`config.mk`:
```
export PLATFORM = sky130hd
export DESIGN_NAME = base64_codec_unit
export DESIGN_NICKNAME = d
export VERILOG_FILES = /design/src/hdl/b64c_pkg.sv /design/src/hdl/b64c_front.sv /design/src/hdl/b64c_queue.sv /design/src/hdl/b64c_back.sv /design/src/hdl/base64_codec_unit.sv
export SDC_FILE = /design/constraint.sdc
export NUM_CORES = 1
export LEC_CHECK = 0
export BUFFER_PORTS_ARGS = -buffer_cell sky130_fd_sc_hd__buf_2
export CELL_PAD_IN_SITES_DETAIL_PLACEMENT = 0
export CELL_PAD_IN_SITES_GLOBAL_PLACEMENT = 1
export CORE_ASPECT_RATIO = 1.75
export CORE_MARGIN = 1
export CORE_UTILIZATION = 50
export CTS_CLUSTER_SIZE = 12
export DETAILED_ROUTE_END_ITERATION = 10
export PLACE_DENSITY = 0.87
export SLEW_MARGIN = 0
export SYNTH_ARGS = -nofsm -noshare
export SYNTH_HDL_FRONTEND = slang
export SYNTH_SLANG_ARGS = --single-unit
```
`constraint.sdc`:
```
create_clock -name clk_i -period 3.2 [get_ports clk_i]
set_clock_uncertainty 0.2 [all_clocks]
set_input_delay 0.64 -clock clk_i [delete_from_list [all_inputs] [get_ports clk_i]]
set_output_delay 0.64 -clock clk_i [all_outputs]
set_load 0.005 [all_outputs]
```
`src/hdl/b64c_pkg.sv`:
```
`default_nettype none

package b64c_pkg;

  localparam int unsigned MaxResults = 4;
  localparam int unsigned QueueDepthDefault = 4;

  localparam logic [7:0] PadChar = 8'h3D;

  localparam logic ModeEncode = 1'b0;
  localparam logic ModeDecode = 1'b1;

  typedef struct packed {
    logic [7:0] data_byte;
    logic       end_of_message;
  } in_item_t;

  typedef struct packed {
    logic [7:0] out_byte;
    logic       has_byte;
    logic       out_last;
    logic       bad_char;
  } out_item_t;

  // All results that one input item causes, in order, up to last_idx.
  typedef struct packed {
    out_item_t [MaxResults-1:0] res;
    logic [$clog2(MaxResults)-1:0] last_idx;
  } job_t;

  typedef struct packed {
    logic full;
    logic empty;
  } queue_status_t;

  function automatic out_item_t make_res(logic [7:0] b, logic has, logic last, logic bad);
    out_item_t r;
    r.out_byte = b;
    r.has_byte = has;
    r.out_last = last;
    r.bad_char = bad;
    return r;
  endfunction

  function automatic logic [7:0] sextet_char(logic [5:0] v);
    logic [7:0] c;
    if (v < 6'd26) begin
      c = 8'h41 + {2'b00, v};
    end else if (v < 6'd52) begin
      c = 8'h47 + {2'b00, v};
    end else if (v < 6'd62) begin
      c = {2'b00, v} - 8'h04;
    end else if (v == 6'd62) begin
      c = 8'h2B;
    end else begin
      c = 8'h2F;
    end
    return c;
  endfunction

  // Returns {in_alphabet, value}.
  function automatic logic [6:0] char_sextet(logic [7:0] ch);
    logic [7:0] t;
    logic [6:0] r;
    t = 8'h00;
    r = 7'd0;
    if (ch >= 8'h41 && ch <= 8'h5A) begin
      t = ch - 8'h41;
      r = {1'b1, t[5:0]};
    end else if (ch >= 8'h61 && ch <= 8'h7A) begin
      t = ch - 8'h47;
      r = {1'b1, t[5:0]};
    end else if (ch >= 8'h30 && ch <= 8'h39) begin
      t = ch + 8'h04;
      r = {1'b1, t[5:0]};
    end else if (ch == 8'h2B) begin
      r = {1'b1, 6'd62};
    end else if (ch == 8'h2F) begin
      r = {1'b1, 6'd63};
    end
    return r;
  endfunction

endpackage

`default_nettype wire

```
`src/hdl/b64c_front.sv`:
```
`default_nettype none

module b64c_front (
  input  wire logic               clk_i,
  input  wire logic               rst_ni,
  input  wire logic               cfg_we_i,
  input  wire logic               cfg_wdata_i,
  input  wire logic               in_valid_i,
  input  wire b64c_pkg::in_item_t in_item_i,
  input  wire b64c_pkg::queue_status_t q_status_i,
  output logic                    push_o,
  output b64c_pkg::job_t          job_o
);
  import b64c_pkg::*;

  logic       mode_q;
  logic [5:0] store_q, store_d;
  logic [2:0] fill_q, fill_d;
  logic       pad_q, pad_d;
  logic       failed_q, failed_d;
  logic       accept;
  logic       has_res;
  logic [7:0] b;
  logic       eom;
  logic [11:0] enc_acc;
  logic [11:0] dec_acc;
  logic [6:0] sx;
  out_item_t  eq_res;

  assign accept = in_valid_i && !q_status_i.full;
  assign b      = in_item_i.data_byte;
  assign eom    = in_item_i.end_of_message;
  assign enc_acc = {store_q[3:0], b};
  assign sx      = char_sextet(b);
  assign dec_acc = {store_q, sx[5:0]};
  assign eq_res  = make_res(PadChar, 1'b1, 1'b0, 1'b0);

  always_comb begin
    job_o.res      = '0;
    job_o.last_idx = '0;
    has_res  = 1'b0;
    store_d  = store_q;
    fill_d   = fill_q;
    pad_d    = pad_q;
    failed_d = failed_q;
    if (mode_q == ModeEncode) begin
      has_res = 1'b1;
      unique case (fill_q)
        3'd2: begin
          job_o.res[0] = make_res(sextet_char(enc_acc[9:4]), 1'b1, 1'b0, 1'b0);
          store_d = {2'b00, enc_acc[3:0]};
          fill_d  = 3'd4;
          if (eom) begin
            job_o.res[1] = make_res(sextet_char({enc_acc[3:0], 2'b00}), 1'b1, 1'b0, 1'b0);
            job_o.res[2] = make_res(PadChar, 1'b1, 1'b1, 1'b0);
            job_o.last_idx = 2'd2;
          end
        end
        3'd4: begin
          job_o.res[0] = make_res(sextet_char(enc_acc[11:6]), 1'b1, 1'b0, 1'b0);
          job_o.res[1] = make_res(sextet_char(enc_acc[5:0]), 1'b1, eom, 1'b0);
          job_o.last_idx = 2'd1;
          store_d = '0;
          fill_d  = 3'd0;
        end
        default: begin
          job_o.res[0] = make_res(sextet_char(enc_acc[7:2]), 1'b1, 1'b0, 1'b0);
          store_d = {4'b0000, enc_acc[1:0]};
          fill_d  = 3'd2;
          if (eom) begin
            job_o.res[1] = make_res(sextet_char({enc_acc[1:0], 4'b0000}), 1'b1, 1'b0, 1'b0);
            job_o.res[2] = eq_res;
            job_o.res[3] = make_res(PadChar, 1'b1, 1'b1, 1'b0);
            job_o.last_idx = 2'd3;
          end
        end
      endcase
    end else begin
      if (!failed_q && !pad_q) begin
        if (b == PadChar) begin
          pad_d = 1'b1;
        end else if (!sx[6]) begin
          failed_d = 1'b1;
          has_res  = 1'b1;
          job_o.res[0] = make_res(8'h00, 1'b0, eom, 1'b1);
        end else begin
          unique case (fill_q)
            3'd6: begin
              has_res = 1'b1;
              job_o.res[0] = make_res(dec_acc[11:4], 1'b1, eom, 1'b0);
              store_d = {2'b00, dec_acc[3:0]};
              fill_d  = 3'd4;
            end
            3'd4: begin
              has_res = 1'b1;
              job_o.res[0] = make_res(dec_acc[9:2], 1'b1, eom, 1'b0);
              store_d = {4'b0000, dec_acc[1:0]};
              fill_d  = 3'd2;
            end
            3'd2: begin
              has_res = 1'b1;
              job_o.res[0] = make_res(dec_acc[7:0], 1'b1, eom, 1'b0);
              store_d = '0;
              fill_d  = 3'd0;
            end
            default: begin
              store_d = sx[5:0];
              fill_d  = 3'd6;
            end
          endcase
        end
      end
      if (eom && !has_res) begin
        has_res = 1'b1;
        job_o.res[0] = make_res(8'h00, 1'b0, 1'b1, failed_q);
      end
    end
    if (eom) begin
      store_d  = '0;
      fill_d   = '0;
      pad_d    = 1'b0;
      failed_d = 1'b0;
    end
  end

  assign push_o = accept && has_res;

  always_ff @(posedge clk_i or negedge rst_ni) begin
    if (!rst_ni) begin
      mode_q   <= ModeEncode;
      store_q  <= '0;
      fill_q   <= '0;
      pad_q    <= 1'b0;
      failed_q <= 1'b0;
    end else if (cfg_we_i) begin
      mode_q   <= cfg_wdata_i;
      store_q  <= '0;
      fill_q   <= '0;
      pad_q    <= 1'b0;
      failed_q <= 1'b0;
    end else if (accept) begin
      store_q  <= store_d;
      fill_q   <= fill_d;
      pad_q    <= pad_d;
      failed_q <= failed_d;
    end
  end

endmodule

`default_nettype wire

```
`src/hdl/b64c_queue.sv`:
```
`default_nettype none

module b64c_queue #(
  parameter int unsigned Depth = b64c_pkg::QueueDepthDefault
) (
  input  wire logic           clk_i,
  input  wire logic           rst_ni,
  input  wire logic           push_i,
  input  wire b64c_pkg::job_t push_job_i,
  input  wire logic           pop_i,
  output b64c_pkg::job_t      head_job_o,
  output b64c_pkg::queue_status_t status_o
);
  import b64c_pkg::*;

  localparam int unsigned PtrW = (Depth > 1) ? $clog2(Depth) : 1;
  localparam int unsigned CntW = $clog2(Depth + 1);
  localparam logic [PtrW-1:0] LastPtr = PtrW'(Depth - 1);
  localparam logic [CntW-1:0] FullCnt = CntW'(Depth);

  job_t            slots_q [Depth];
  logic [PtrW-1:0] wr_ptr_q, rd_ptr_q;
  logic [CntW-1:0] cnt_q;
  logic            do_push, do_pop;

  assign status_o.full  = (cnt_q == FullCnt);
  assign status_o.empty = (cnt_q == '0);
  assign do_push = push_i && !status_o.full;
  assign do_pop  = pop_i && !status_o.empty;
  assign head_job_o = slots_q[rd_ptr_q];

  always_ff @(posedge clk_i) begin
    if (do_push) begin
      slots_q[wr_ptr_q] <= push_job_i;
    end
  end

  always_ff @(posedge clk_i or negedge rst_ni) begin
    if (!rst_ni) begin
      wr_ptr_q <= '0;
      rd_ptr_q <= '0;
      cnt_q    <= '0;
    end else begin
      if (do_push) begin
        wr_ptr_q <= (wr_ptr_q == LastPtr) ? '0 : wr_ptr_q + 1'b1;
      end
      if (do_pop) begin
        rd_ptr_q <= (rd_ptr_q == LastPtr) ? '0 : rd_ptr_q + 1'b1;
      end
      if (do_push && !do_pop) begin
        cnt_q <= cnt_q + 1'b1;
      end else if (do_pop && !do_push) begin
        cnt_q <= cnt_q - 1'b1;
      end
    end
  end

endmodule

`default_nettype wire

```
`src/hdl/b64c_back.sv`:
```
`default_nettype none

module b64c_back (
  input  wire logic                    clk_i,
  input  wire logic                    rst_ni,
  input  wire b64c_pkg::job_t          head_job_i,
  input  wire b64c_pkg::queue_status_t q_status_i,
  output logic                         pop_o,
  output logic                         out_valid_o,
  input  wire logic                    out_stall_i,
  output b64c_pkg::out_item_t          out_item_o
);
  import b64c_pkg::*;

  job_t                          job_q;
  logic                          job_valid_q;
  logic [$clog2(MaxResults)-1:0] idx_q;
  out_item_t                     out_q;
  logic                          out_valid_q;
  logic                          out_free;
  logic                          emit;
  logic                          job_done;

  assign out_free = !out_valid_q || !out_stall_i;
  assign emit     = job_valid_q && out_free;
  assign job_done = emit && (idx_q == job_q.last_idx);
  assign pop_o    = !q_status_i.empty && (!job_valid_q || job_done);

  always_ff @(posedge clk_i) begin
    if (pop_o) begin
      job_q <= head_job_i;
    end
    if (emit) begin
      out_q <= job_q.res[idx_q];
    end
  end

  always_ff @(posedge clk_i or negedge rst_ni) begin
    if (!rst_ni) begin
      job_valid_q <= 1'b0;
      idx_q       <= '0;
      out_valid_q <= 1'b0;
    end else begin
      if (emit) begin
        out_valid_q <= 1'b1;
      end else if (!out_stall_i) begin
        out_valid_q <= 1'b0;
      end
      if (pop_o) begin
        job_valid_q <= 1'b1;
        idx_q       <= '0;
      end else if (job_done) begin
        job_valid_q <= 1'b0;
        idx_q       <= '0;
      end else if (emit) begin
        idx_q <= idx_q + 1'b1;
      end
    end
  end

  assign out_valid_o = out_valid_q;
  assign out_item_o  = out_q;

endmodule

`default_nettype wire

```
`src/hdl/base64_codec_unit.sv`:
```
// Streaming base64 encoder and decoder with the standard alphabet.
// cfg_we_i writes cfg_wdata_i into the mode register (0 encode, 1 decode) and
// abandons any message in progress; write it only while the block is idle.
// The input channel takes one byte or character per item with an end of
// message flag. The output channel gives characters or decoded bytes, with
// has_byte, out_last and bad_char flags; one input item yields up to four
// output items.
// The front end accepts an item in any cycle in which the job queue has room
// and turns it into a job holding all of its results. The back end drains one
// result per cycle into the output register, so the output port sets the
// rate: one output item per cycle while the receiver does not stall.
// Mid-message encoding gives four characters per three bytes, and a byte
// that completes a group yields two of them. Decoding gives at most one
// byte per character. An item's results pass through a queue slot, the back
// end's job register and the output register.
// Reset clears the mode to encode, the message state and the queue. When the
// receiver stalls, the output item holds, the queue fills, and in_stall_o
// rises once the queue is full.
`default_nettype none

module base64_codec_unit #(
  parameter int unsigned QueueDepth = b64c_pkg::QueueDepthDefault
) (
  input  wire logic                clk_i,
  input  wire logic                rst_ni,
  input  wire logic                cfg_we_i,
  input  wire logic                cfg_wdata_i,
  input  wire logic                in_valid_i,
  output logic                     in_stall_o,
  input  wire b64c_pkg::in_item_t  in_item_i,
  output logic                     out_valid_o,
  input  wire logic                out_stall_i,
  output b64c_pkg::out_item_t      out_item_o
);
  import b64c_pkg::*;

  logic          push, pop;
  job_t          push_job, head_job;
  queue_status_t q_status;

  assign in_stall_o = q_status.full;

  b64c_front u_front (
    .clk_i       (clk_i),
    .rst_ni      (rst_ni),
    .cfg_we_i    (cfg_we_i),
    .cfg_wdata_i (cfg_wdata_i),
    .in_valid_i  (in_valid_i),
    .in_item_i   (in_item_i),
    .q_status_i  (q_status),
    .push_o      (push),
    .job_o       (push_job)
  );

  b64c_queue #(
    .Depth (QueueDepth)
  ) u_queue (
    .clk_i      (clk_i),
    .rst_ni     (rst_ni),
    .push_i     (push),
    .push_job_i (push_job),
    .pop_i      (pop),
    .head_job_o (head_job),
    .status_o   (q_status)
  );

  b64c_back u_back (
    .clk_i       (clk_i),
    .rst_ni      (rst_ni),
    .head_job_i  (head_job),
    .q_status_i  (q_status),
    .pop_o       (pop),
    .out_valid_o (out_valid_o),
    .out_stall_i (out_stall_i),
    .out_item_o  (out_item_o)
  );

endmodule

`default_nettype wire

```
After elaboration in Yosys (flattened, before gate mapping)
Memories as Yosys holds them, arrays and structs flattened. A register that Yosys moved wholly into a read port is not among the register bits.
Index checks and enable logic that the tools add are counted.
{"block": "word_totals", "regBits": 34, "latch_bits": 0, "ram_bits": 184, "mem_bits_ro": 0, "out_inout_bits": 13, "word_cells": 221, "memories": 1}
{"block": "op_classes", "addsub": 26, "n_mul": 0, "div": 0, "magnitude_cmp": 25, "eq_ne": 20, "shift": 0, "mux": 95, "bitwise": 0, "n_reduce_logical": 39}
{"memory": "u_queue.slots_q", "words": 4, "word_bits": 46, "rd": 1, "rd_ports_with_merged_regs": 1, "write_ports": 1, "line_no": "b64c_queue.sv:21", "source": "job_t slots_q [Depth];"}
{"operator": "two-way mux 8 bit", "n": 18}
{"operator": "adder 7 x 6 -> 8 bit (first input constant)", "n": 12}
{"operator": "two-way mux 11 bit", "n": 7}
{"operator": "< comparator 6 bit (second input constant)", "n": 12}
{"operator": "one-hot mux 24 bit (2 select lines)", "n": 1}
{"operator": "two-way mux 6 bit", "n": 7}
{"operator": "subtractor 6 x 3 -> 7 bit (second input constant)", "n": 6}
{"operator": "two-way mux 3 bit", "n": 13}
{"operator": "< comparator 6 x 5 -> 1 bit (second input constant)", "n": 6}
{"operator": "two-way mux 7 bit", "n": 5}
{"operator": "two-way mux 33 bit", "n": 1}
{"operator": "one-hot mux 11 bit (3 select lines)", "n": 1}
{"operator": "two-way mux 31 bit", "n": 1}
{"operator": "two-way mux 1 bit", "n": 26}
{"operator": "equality test 6 bit (second input constant)", "n": 4}
{"operator": "equality test 8 x 6 -> 1 bit (second input constant)", "n": 3}
{"operator": "binary-select mux 11 bit (select 2 bit)", "n": 1}
{"operator": "one-hot mux 11 bit (2 select lines)", "n": 1}
{"operator": "two-way mux 20 bit", "n": 1}
{"operator": "one-hot mux 6 bit (3 select lines)", "n": 1}
{"operator": "greater-or-equal comparator 8 x 7 -> 1 bit (second input constant)", "n": 2}
{"operator": "less-or-equal comparator 8 x 7 -> 1 bit (second input constant)", "n": 2}
{"operator": "two-way mux 2 bit", "n": 8}
{"operator": "logical AND 1 bit", "n": 14}
{"operator": "other kinds (28)", "n": 52}

Logic depth before layout (Yosys ltp)
{"block": "logic_depth", "depth_word": 20, "mapped_depth": 16, "depth_no_buf": 14}

Cells and area by module
From an unflattened synthesis, not the netlist that was laid out.
{"block": "hier_totals", "cells_unflattened": 906, "hier_area_um2": 12894.9}
{"mod": "b64c_queue", "instances": 1, "cells_per_inst": 277, "area_each_um2": 7086.8}
{"mod": "b64c_front", "instances": 1, "cells_per_inst": 537, "area_each_um2": 3607.2}
{"mod": "b64c_back", "instances": 1, "cells_per_inst": 92, "area_each_um2": 2200.9}

Least setup slack after synthesis
Ideal clock, no wire load.
{"block": "synth_path", "path_type": "input-to-reg", "start": "in in_item_i[2] (netlist name)", "end": "reg u_queue.cnt_q[1]", "setup_ns": 0.125, "arrival_time_ns": 3.527, "required_ns": 2.875, "path_slack_ns": -0.652, "cell_stages": 14, "cell_sequence": "clkbuf_1 > inv_1 > ha_1 > nand3b_1 > a41oi_2 > or3_1 > buf_4 > nand3_2 > a21oi_1 > o311a_4 > ha_1 > inv_1 > fa_1 > mux2_2"}
{"block": "synth_via", "elab_chain_len": 19, "elab_cells_between_ends": 32}
{"element": "from (decl)", "line_no": "base64_codec_unit.sv:30", "source": "input wire b64c_pkg::in_item_t in_item_i,"}
{"element": "branches (longest 7 deep; another with greater-or-equal comparator 8 x 6 -> 1 bit)"}
{"element": "two-way mux 1 bit (*)", "line_no": "b64c_front.sv:80", "source": "if (b == PadChar) begin"}
{"element": "two-way mux 1 bit (*)", "line_no": "b64c_front.sv:79", "source": "if (!failed_q && !pad_q) begin"}
{"element": "two-way mux 1 bit (*)", "line_no": "b64c_front.sv:46", "source": "if (mode_q == ModeEncode) begin"}
{"element": "zero test 1 bit", "line_no": "b64c_front.sv:113", "source": "if (eom && !has_res) begin"}
{"element": "logical AND 1 bit", "line_no": "b64c_front.sv:113"}
{"element": "two-way mux 1 bit (*)", "line_no": "b64c_front.sv:113"}
{"element": "two-way mux 1 bit (*)", "line_no": "b64c_front.sv:46"}
{"element": "logical AND 1 bit (*)", "line_no": "b64c_front.sv:126", "source": "assign push_o = accept && has_res;"}
{"element": "logical AND 1 bit (*)", "line_no": "b64c_queue.sv:28", "source": "assign do_push = push_i && !status_o.full;"}
{"element": "named net u_queue.do_push", "line_no": "b64c_queue.sv:24", "source": "logic do_push, do_pop;"}
{"element": "zero test 1 bit", "line_no": "b64c_queue.sv:52", "source": "end else if (do_pop && !do_push) begin"}
{"element": "logical AND 1 bit", "line_no": "b64c_queue.sv:52"}
{"element": "nonzero test 2 bit (no source line)"}
{"element": "to (signal assigned)", "line_no": "b64c_queue.sv:51", "source": "cnt_q <= cnt_q + 1'b1;"}
{"element": "to (signal assigned)", "line_no": "b64c_queue.sv:53", "source": "cnt_q <= cnt_q - 1'b1;"}
{"element": "to (decl)", "line_no": "b64c_queue.sv:23", "source": "logic [CntW-1:0] cnt_q;"}
Mark *: on every way through the listed nets, which the timed path passes. The select of a mux whose other input is x is not followed.
A chain may end at the register's enable or synchronous reset.

==> run summary <==
outcome = finished, final reports clean
die width = 103 µm
crit path cell chain = buf_2 > buf_4 > buf_4 > ha_1 > nand2_1 > nand2_1 > o41ai_2 > o41ai_2 > buf_4 > o211ai_1 > nor2_1 > a221o_1
Crit path top cell by count = buf_4
Area Overhead vs Synth = 23.1%
clk sinks = 158
share of cells above drive strength 1 = 0.295
Slew HR = 0.461
hpwl dp = 19000 µm
most common cell in the netlist = edfxtp_1
DRC = 0
Tot GR Track Use = 0.294
worst slew pin tran = 802 ps
CTS Root Cell = clkbuf_16
Cell Count, Final, Fillers Out = 1168
Mapped Cells = 785
TritonCTS buffer count = 17
Worst-Skew Late Latency = 420 ps
H-tree Lvls = 4
crit path time final = 3170 ps
Sequential Power Share = 0.421
required time worst endpoint = 3130 ps
CP Launch Type = primary input
Pwr per Cell Area = 674 nW/µm²
worst hold stages = 3
fin crit share = 0.989
drt wl/cell = 22.1 µm
Post-Syn Area = 9010 µm²
top_reg_cell synth = edfxtp_1
CTS max path bufs = 2
die span in y = 180 µm
final wirelength = 25900 µm
number of global-route vias before repair = 7460
Sw Ratio = 0.322
flops & latches, synth = 158
net switching power = 0.00241 W
Syn. warnings = 0
initial antenna violation count = 0
port buffer count = 27
Int Pwr = 0.00508 W
slowest stage cell, crit path = a221o_1
register area share after synthesis = 0.514
CP Class = in -> reg
utilization after layout = 0.633
post-synth top area share = 0.453
Clk pwr share = 0.261
FMAX = 0.316 GHz
worst-path maximum fanout = 14
Ports = 28
register area = 4630 µm²
setup violators final = 0
clock slew at reported path FFs = 70 ps
Area contributors post-synth = edfxtp_1 45%, mux4_2 6.5%, dfrtp_1 6.1%
Mapped Nets = 837
antenna cells = 0
worst r2r path cells = 9
final slew viol count = 0
synth cell count leaders = 136 x edfxtp_1, 75 x nand2_1, 43 x o21ai_0, 42 x nor2_1
first-pass GRT wire length = 40400 µm
ys async rst share = 0.139
leading area contributor after synthesis = edfxtp_1
Post-synth EDFFs = 136
routed via count = 7269
Pleak = 4.16 nW
Syn Area/Cell = 11.5 µm²
Worst setup EP type = flop
Cell variety after synth = 81
core area = 17500 µm²
power share of the combinational group = 0.317
Congestion Overflow GR = 0
HP Class = in -> reg
VDD IR-drop max = 500 µV
largest net degree at the start of global routing = 29
crit path DAT = 3100 ps
Final ANT Viol Nets = 0
Rows = 64
initial DRC count = 641
Final nets = 976
Vias/cell = 6.22
endpoints failing hold = 0
DP Cell Count = 1130
GPL Wtd Cong = 1.01
CTS tree = done
drt first pass iters = 7
initial core utilization = 0.514
FILL cells = 1340
DIE AREA = 18600 µm²
Largest stage delay, worst path = 440 ps
Max-cap violations = 0
Multi-input gate area = 4190 µm²
area by class of cell:
type	instances	area share
Tap cell	231	0.0260
Timing Repair Buffer	174	0.116
Clock buffer	17	0.0383
Sequential cell	158	0.418
Multi-Input combinational cell	544	0.377
Clock inverter	15	0.0138
Inverter	29	0.0106
state kept, by name, summed over array words and instances (netlist names):
signal              count
u_back.job_q           25
u_back.out_item_o      11
u_back.out_valid_o      1
u_queue.slots_q       100
u_queue.cnt_q           3
u_front.failed_q        1
u_back.job_valid_q      1
u_back.idx_q            2
u_front.fill_q          2
u_front.mode_q          1
u_queue.rd_ptr_q        2
u_front.pad_q           1
u_front.store_q         6
u_queue.wr_ptr_q        2
cells by family (layout without fill, tap and decap cells):
| kind of cell | count (synthesis) | after routing | synth area share |
|---|---|---|---|
| xor+xnor | 23 | 23 | 0.0223 |
| fa+ha+maj | 37 | 37 | 0.0522 |
| mux | 37 | 37 | 0.0787 |
| flops | 158 | 158 | 0.514 |
| simple gates | 226 | 226 | 0.124 |
| compound gates | 221 | 221 | 0.170 |
| buf+inv | 83 | 235 | 0.0384 |
final timing paths:
| path | start | slack [ps] | endpoint |
|---|---|---|---|
| setup / recovery | in_item_i[3] | 30 | u_queue.slots_q[0][7] |
| hold reg to reg | u_front.store_q[4] | 300 | u_front.store_q[4] |
| hold / removal | cfg_wdata_i | 270 | u_front.mode_q |
| setup reg to reg | u_front.store_q[1] | 180 | u_queue.slots_q[0][6] |
| min in group asynchronous | rst_ni | 530 | u_queue.cnt_q[1] |
| max in group asynchronous | rst_ni | 1920 | u_front.fill_q[1] |
layout by cell type (no fill, tap or decap), drive strengths merged, types with 8 or more instances in the layout:
| cell type | instances |
|---|---|
| buf | 173 |
| edfxtp | 136 |
| nand2 | 75 |
| o21ai | 55 |
| nor2 | 42 |
| a21oi | 40 |
| ha | 36 |
| inv | 34 |
| mux4 | 26 |
| nor3 | 25 |
| dfrtp | 22 |
| nand3 | 21 |
| xnor2 | 18 |
| clkbuf | 17 |
| o211ai | 14 |
| a211oi | 14 |
| nand2b | 13 |
| a21o | 10 |
| a31oi | 10 |
| and2 | 8 |
stage by stage:
step | cell area [µm²] | hold WS [ps] | setup TNS [ps] | setup WS (ps) | power, W
3_5_place_dp | 10400 | 288 | -32760 | -438 | 0.00552
5_1_grt | 11100 | 269 | -75.4 | -17.3 | 0.00784
6_report | 11100 | 268 | 0 | 34.9 | 0.00748
2_1_floorplan | 9120 | 144 | -2800 | -359 | 0.00464
4_1_cts | 11000 | 256 | 0 | 23.5 | 0.00749
3_3_place_gp | 10400 | 266 | -23940 | -362 | 0.00538
what timing repair did:
action | in CTS | in global routing
hold buffers | 1 | 0
buffers inserted | 0 | 5
pin swaps | 0 | 2
hold endpoints to repair | 14 | 0
resized for setup | 3 | 9
endpoints found under the setup margin | 9 | 22
metal layers:
layer,vias to the layer above,share of wire,track usage
li1,3322,-,-
met1,3555,0.35,0.315
met2,300,0.55,0.531
met3,92,0.044,0.0447
met4,0,0.056,0.161
met5,-,0,0
power groups by stage:
stage	clock (W)	sequential [W]	combinational, W
global placement	0	0.00314	0.00223
detailed placement	0	0.00318	0.00233
floorplan	0	0.00313	0.00151
global route	0.00205	0.00321	0.00258
CTS	0.00197	0.00315	0.00237
finish	0.00196	0.00315	0.00237
worst max-delay path, delay by kind of cell:
family,cells,cell delay [ps]
AO/OA/AOI/OAI,4,1320
buffers and inverters,4,600
adder cells (fa/ha/maj),1,230
AND/OR/NAND/NOR,3,300
Note: power is estimated with default switching activity, not from simulation.
